### src/hdl/window_filter_blur_or_sobel_assert.svh
// Assertion macros for the window filter block.
// Used by the controller and datapath modules; needs no other file.
`ifndef WINDOW_FILTER_BLUR_OR_SOBEL_ASSERT_SVH
`define WINDOW_FILTER_BLUR_OR_SOBEL_ASSERT_SVH
`ifndef SYNTHESIS
`define WFB_ASSERT_IMP(label, clk, rst_n, pre, post) \
    label: assert property (@(posedge clk) disable iff (!rst_n) (pre) |-> (post)) \
        else $error("assertion failed");
`define WFB_ASSERT_NXT(label, clk, rst_n, pre, post) \
    label: assert property (@(posedge clk) disable iff (!rst_n) (pre) |=> (post)) \
        else $error("assertion failed");
`else
`define WFB_ASSERT_IMP(label, clk, rst_n, pre, post)
`define WFB_ASSERT_NXT(label, clk, rst_n, pre, post)
`endif
`endif

### src/hdl/wfb_pkg.sv
// Package for the window filter: widths, register indexes, state and command types.
// Used by every module of the block.
`timescale 1ns / 1ps
`default_nettype none
package wfb_pkg;
    localparam int MAX_WIDTH_DEF  = 1024;
    localparam int MAX_KERNEL_DEF = 7;
    localparam int PIX_W   = 8;
    localparam int OUT_W   = 11;
    localparam int HGT_W   = 13;
    localparam int CFG_IDX_W = 2;
    localparam int CFG_DAT_W = 13;
    localparam logic [HGT_W-1:0] HEIGHT_LIMIT = 13'd4096;

    localparam logic [CFG_IDX_W-1:0] REG_MODE   = 2'd0;
    localparam logic [CFG_IDX_W-1:0] REG_KERNEL = 2'd1;
    localparam logic [CFG_IDX_W-1:0] REG_WIDTH  = 2'd2;
    localparam logic [CFG_IDX_W-1:0] REG_HEIGHT = 2'd3;

    typedef enum logic [2:0] {
        ST_IDLE,
        ST_WRITE,
        ST_ACCUM,
        ST_SQRT,
        ST_DIV,
        ST_OUT
    } t_state;

    // Controller to datapath commands.
    typedef struct packed {
        logic latch;     // sample configuration for a new frame
        logic take;      // store the accepted item and advance counters
        logic acc_clr;   // clear accumulators and window walk
        logic acc_step;  // add one window element
        logic sq_step;   // one square-root iteration
        logic dv_step;   // one division iteration
        logic emit;      // load the output register
    } t_cmd;

    // Datapath to controller status.
    typedef struct packed {
        logic has_out;   // accepted item produces a result
        logic acc_done;  // last window element added
        logic sq_done;
        logic dv_done;
        logic mode;
    } t_sts;
endpackage
`default_nettype wire

### src/hdl/wfb_ctrl.sv
// Controller state machine of the window filter.
// Depends on wfb_pkg and the assertion header.
`timescale 1ns / 1ps
`default_nettype none
`include "window_filter_blur_or_sobel_assert.svh"
module wfb_ctrl import wfb_pkg::*; (
    input  wire  i_clk,
    input  wire  i_rst_n,
    input  wire  i_in_valid,
    output logic o_in_ready,
    input  wire  i_out_busy,
    input  wire  i_first,
    input  t_sts i_sts,
    output t_cmd o_cmd
);
    t_state r_state, n_state;

    // State register.
    always_ff @(posedge i_clk) begin
        if (!i_rst_n) begin
            r_state <= ST_IDLE;
        end else begin
            r_state <= n_state;
        end
    end

    // Next state and commands.
    always_comb begin
        n_state    = r_state;
        o_cmd      = '0;
        o_in_ready = 1'b0;
        case (r_state)
            ST_IDLE: begin
                o_in_ready = 1'b1;
                if (i_in_valid) begin
                    o_cmd.latch = i_first;
                    n_state     = ST_WRITE;
                end
            end
            ST_WRITE: begin
                o_cmd.take    = 1'b1;
                o_cmd.acc_clr = 1'b1;
                n_state       = i_sts.has_out ? ST_ACCUM : ST_IDLE;
            end
            ST_ACCUM: begin
                o_cmd.acc_step = 1'b1;
                if (i_sts.acc_done) begin
                    n_state = i_sts.mode ? ST_SQRT : ST_DIV;
                end
            end
            ST_SQRT: begin
                o_cmd.sq_step = 1'b1;
                if (i_sts.sq_done) begin
                    n_state = ST_OUT;
                end
            end
            ST_DIV: begin
                o_cmd.dv_step = 1'b1;
                if (i_sts.dv_done) begin
                    n_state = ST_OUT;
                end
            end
            ST_OUT: begin
                if (!i_out_busy) begin
                    o_cmd.emit = 1'b1;
                    n_state    = ST_IDLE;
                end
            end
            default: n_state = ST_IDLE;
        endcase
    end

    `WFB_ASSERT_IMP(a_ready_idle, i_clk, i_rst_n, o_in_ready, r_state == ST_IDLE)
    `WFB_ASSERT_NXT(a_accept_write, i_clk, i_rst_n, o_in_ready && i_in_valid, r_state == ST_WRITE)
    `WFB_ASSERT_IMP(a_emit_free, i_clk, i_rst_n, o_cmd.emit, !i_out_busy)
endmodule
`default_nettype wire

### config.mk
export PLATFORM = sky130hd
export DESIGN_NAME = wfb_ctrl
export DESIGN_NICKNAME = d
export VERILOG_FILES = /design/src/hdl/wfb_pkg.sv /design/src/hdl/wfb_ctrl.sv
export VERILOG_INCLUDE_DIRS = /design/src /design/src/hdl
export SDC_FILE = /design/constraint.sdc
export NUM_CORES = 1
export LEC_CHECK = 0
export BUFFER_PORTS_ARGS = -buffer_cell sky130_fd_sc_hd__buf_2
export CAP_MARGIN = 15
export CORE_AREA = 2 2 39 41
export CTS_CLUSTER_SIZE = 20
export DETAILED_ROUTE_END_ITERATION = 10
export DIE_AREA = 0 0 41 43
export PLACE_DENSITY = 0.61
export SYNTH_ARGS = -nofsm -noshare
export SYNTH_HDL_FRONTEND = slang
export SYNTH_SLANG_ARGS = --single-unit
### constraint.sdc
create_clock -name i_clk -period 1.3 [get_ports i_clk]
set_input_delay 0.13 -clock i_clk [delete_from_list [all_inputs] [get_ports i_clk]]
set_output_delay 0.13 -clock i_clk [all_outputs]
set_load 0.005 [all_outputs]
# ---- Yosys cells after proc, flatten, opt, wreduce, memory -nomap -nowiden
# Cells that the tools add are included.
dict set report word_totals {
  input_bits 10
  regBits 3
  out_inout_bits 8
  wordCells 30
}
dict set report classes {
  reduce_logical 2
  n_mux 17
  n_eq_ne 10
}
# operator count
set ops {}
lappend ops {{$mux 3} 6}
lappend ops {{$pmux 3 s6} 1}
lappend ops {{$ne 2x2->1 const B} 5}
lappend ops {{$mux 1} 8}
lappend ops {{$eq 3x2->1 const B} 2}
lappend ops {{$eq 3x3->1 const B} 2}
lappend ops {{$reduce_and 5->1} 1}
lappend ops {{$mux 2} 2}
lappend ops {{$eq 3x1->1 const B} 1}
lappend ops {{$logic_not 3->1} 1}

# ---- Logic depth before layout (Yosys ltp)
dict set report logic_depth {
  word_depth 3
  depth_mapped 4
}

# ---- Worst setup path before layout
# OpenSTA, ideal clock, no wires.
dict set report synth_timing {
  path_kind {register to output}
  startpoint {reg r_state[0]}
  endpoint {out o_cmd[5] (netlist bit)}
  arrival_time_ps 937
  path_slack_ps 233
  stages_incl_launch_ff 4
  t_required_ps 1170
  path_cell_list {dfxtp_1 -> buf_6 -> nor3b_1 -> buf_4}
}
# item line
set synth_rtl {}
lappend synth_rtl {{start, declared} wfb_ctrl.sv:16} ;# t_state r_state, n_state;
lappend synth_rtl {{start signal, assigned} wfb_ctrl.sv:23} ;# r_state <= n_state;
lappend synth_rtl {{end, declared} wfb_ctrl.sv:14} ;# output t_cmd o_cmd

==> flow_summary_export.csv <==
group,metric,value,unit
synthesis,synthXorXnorAreaFrac,0,
routing,routed_wl,751,µm
setup_path,crit_fanout,14,
cells_and_area,final_cell_mix,"buf_2 (17), nand2b_1 (5), nor3b_1 (3), and2b_1 (3), clkbuf_4 (3)",
cells_and_area,area_delta_synth_final,30.5,%
cts,cts.sink_count,3,
setup_path,crit_type,"flip-flop to output pin",
synthesis,synth_adder_area_share,0,
cells_and_area,postLayoutCellArea,439,µm²
cells_and_area,layout_commonest_cell,"buf_2",
power,totalPowerFinal,444,µW
floorplan,io_pins,18,
synthesis,synth_mux_area_frac,0.0297,
timing,fmax,833,MHz
placed_design,place_area,404,µm²
synthesis,synth_cell_types,26,
synthesis,syn_nets,50,
cts,cts_max_path_buffers,2,
synthesis,yosys_register_bits,3,
timing,hold_viol_final,0,
grt,grt_pass1_wl,1.18,mm
setup_path,path_buf_inv,1,
cells_and_area,post-route-util,0.317,
grt,antenna_found_initial,0,
power,cellPowerDensity,1010,mW/mm²
cts,root_buffer,"clkbuf_4",
timing,finClkSkew,2.49,ps
timing,setup_violations,0,
grt,grt_pass1_vias,293,
routing,drc,0,
cts,cts_tree,"yes",
routing,ant_nets,0,
timing,fin_crit,1200,ps
power,p_leak,0.000214,µW
placed_design,placedCellCount,69,
setup_path,endpoint_kind,"output pin",
floorplan,die_h,43,µm
cells_and_area,antenna_cells,0,
routing,viasPerCell,4.56,
timing,final.period_utilization,0.924,
routing,firstDrtPassIters,2,
routing,via_count,333,
setup_path,startpoint_type,"flip-flop",
cts,cts_hold_buf,0,
synthesis,syn_area_per_cell,8.41,µm²
floorplan,rows,14,
cells_and_area,fillCellCount,164,
setup_path,crit_chain,"nand2b_1 -> nor3b_1 -> buf_2",
cts,cts_inserted_buffers,3,
synthesis,yosys_warnings,0,
grt,grt.total_usage,0.103,
grt,grt_max_degree,16,
placed_design,hpwl,583,µm
worst_hold_path,hold_class,"input pin to flip-flop",
power,ir_worst_vdd,0.523,mV
grt,grt-ovfl-total,0,
cts,worstSkewPairLatency,230,ps
cells_and_area,final_cells,73,
cells_and_area,top_regs,"r_state: 3 flops",
setup_path,cpLargestDelayFamily,"flip-flops",
run,drv_cap,0,
cells_and_area,largest_register_ffs,3,
synthesis,synth_cells,40,
cts,clk_pin_slew,40,ps
placed_design,gp_congestion,0.726,
setup_path,crit_required,1170,ps
timing,fin_setup_tns,0,ps
floorplan,initial_core_util,0.243,
routing,drt-initial-drc-count,2,
cts,postCtsSetupBuffers,0,
setup_path,slowest_stage,"dfxtp_4",
cells_and_area,regMostFlops,"r_state",
synthesis,synth_compound_gate_area_share,0.190,
timing,final-max-slew-violation-count,0,
cells_and_area,nets,68,
synthesis,synthSimpleGateAreaFrac,0.468,
cts,h-tree-depth,1,
floorplan,fp.coreArea,0.00138,mm²
timing,rsz0062_at_grt,"false",
placed_design,port_buffers,17,
synthesis,synth_top_family_by_area,"simple AND/OR/NAND/NOR gates",
setup_path,worstPathArrival,1070,ps
floorplan,die_x,41,µm
synthesis,syn_area,337,µm²
synthesis,synth-seq-area-share,0.178,
routing,wl_per_cell,10.3,µm
status,outcome,"completed",
floorplan,die_area,0.00176,mm²
setup_path,max_stage_delay,410,ps
timing,relSlewSlack,0.851,
timing,worst_pin_slew,222,ps
cells_and_area,drive_gt1_frac,0.474,
[stage by stage]
stage	setup slack, ps	hold slack, ps
3_5_place_dp	96.7	429
4_1_cts	15.2	179
5_1_grt	1.83	199
2_1_floorplan	233	275
6_report	99.4	181
3_3_place_gp	131	437
[layout make-up]
cell class                      instances  area, µm²  area share
Inverter                                2       7.51      0.0171
Timing Repair Buffer                   17       85.1       0.194
Multi-Input combinational cell         31        231       0.527
Tap cell                               16       20.0      0.0456
Sequential cell                         3       68.8       0.157
Clock buffer                            4       26.3      0.0598
[worst register-to-register path, delay by kind of cell, from the launching register on]
family             cells  cell delay (ps)
and+or+nand+nor        1              200
DFF                    1              410
AOI/OAI and AO/OA      2              340
[cells in the mapped netlist (all sizes together)]
master	instances	share of area
and3	1	0.019
and2b	4	0.097
buf	4	0.11
mux2i	1	0.030
dfxtp	3	0.18
nand2	1	0.011
o21ai	2	0.030
o22ai	1	0.019
a21oi	1	0.015
nor3	1	0.030
and2	1	0.019
nor3b	4	0.10
a211oi	2	0.059
a31oi	1	0.019
inv	2	0.022
nand3b	1	0.022
nor2	1	0.011
o2111ai	1	0.026
and3b	1	0.026
and4bb	1	0.037
nand2b	5	0.093
a21o	1	0.022
[final timing paths]
path              cells past startpoint    endpoint  slack (ps)       start
setup / recovery                      3    o_cmd[0]         100  r_state[0]
hold / removal                        3  r_state[1]         180     i_rst_n
setup reg to reg                      3  r_state[0]         220  r_state[2]
hold reg to reg                       1  r_state[1]         510  r_state[2]
[power breakdown]
part	total, µW	leakage (µW)	internal, µW	switching [µW]
Combinational	139	0.000173	82.5	56.3
Sequential	144	0.0000264	108	36.8
Clock	161	0.0000150	115	46.3
[per-layer routing]
| metal | GRT usage | wire length [µm] | vias to the layer above |
|---|---|---|---|
| met1 | 0.125 | 312 | 144 |
| met3 | 0.0681 | 85 | 2 |
| li1 | - | - | 174 |
| met4 | 0.0733 | 7 | 0 |
| met5 | 0 | 0 | - |
| met2 | 0.125 | 345 | 13 |
[kinds of logic after synthesis]
logic type      count (synthesis)
mux                             1
buf+inv                         6
flops                           3
simple gates                   21
compound gates                  9
[timing repair]
| item | CTS | global route |
|---|---|---|
| pin swaps | 0 | 1 |
| setup endpoints to repair | 5 | 6 |
| resized for setup | 2 | 3 |
Power figures use the tool's default switching activity.
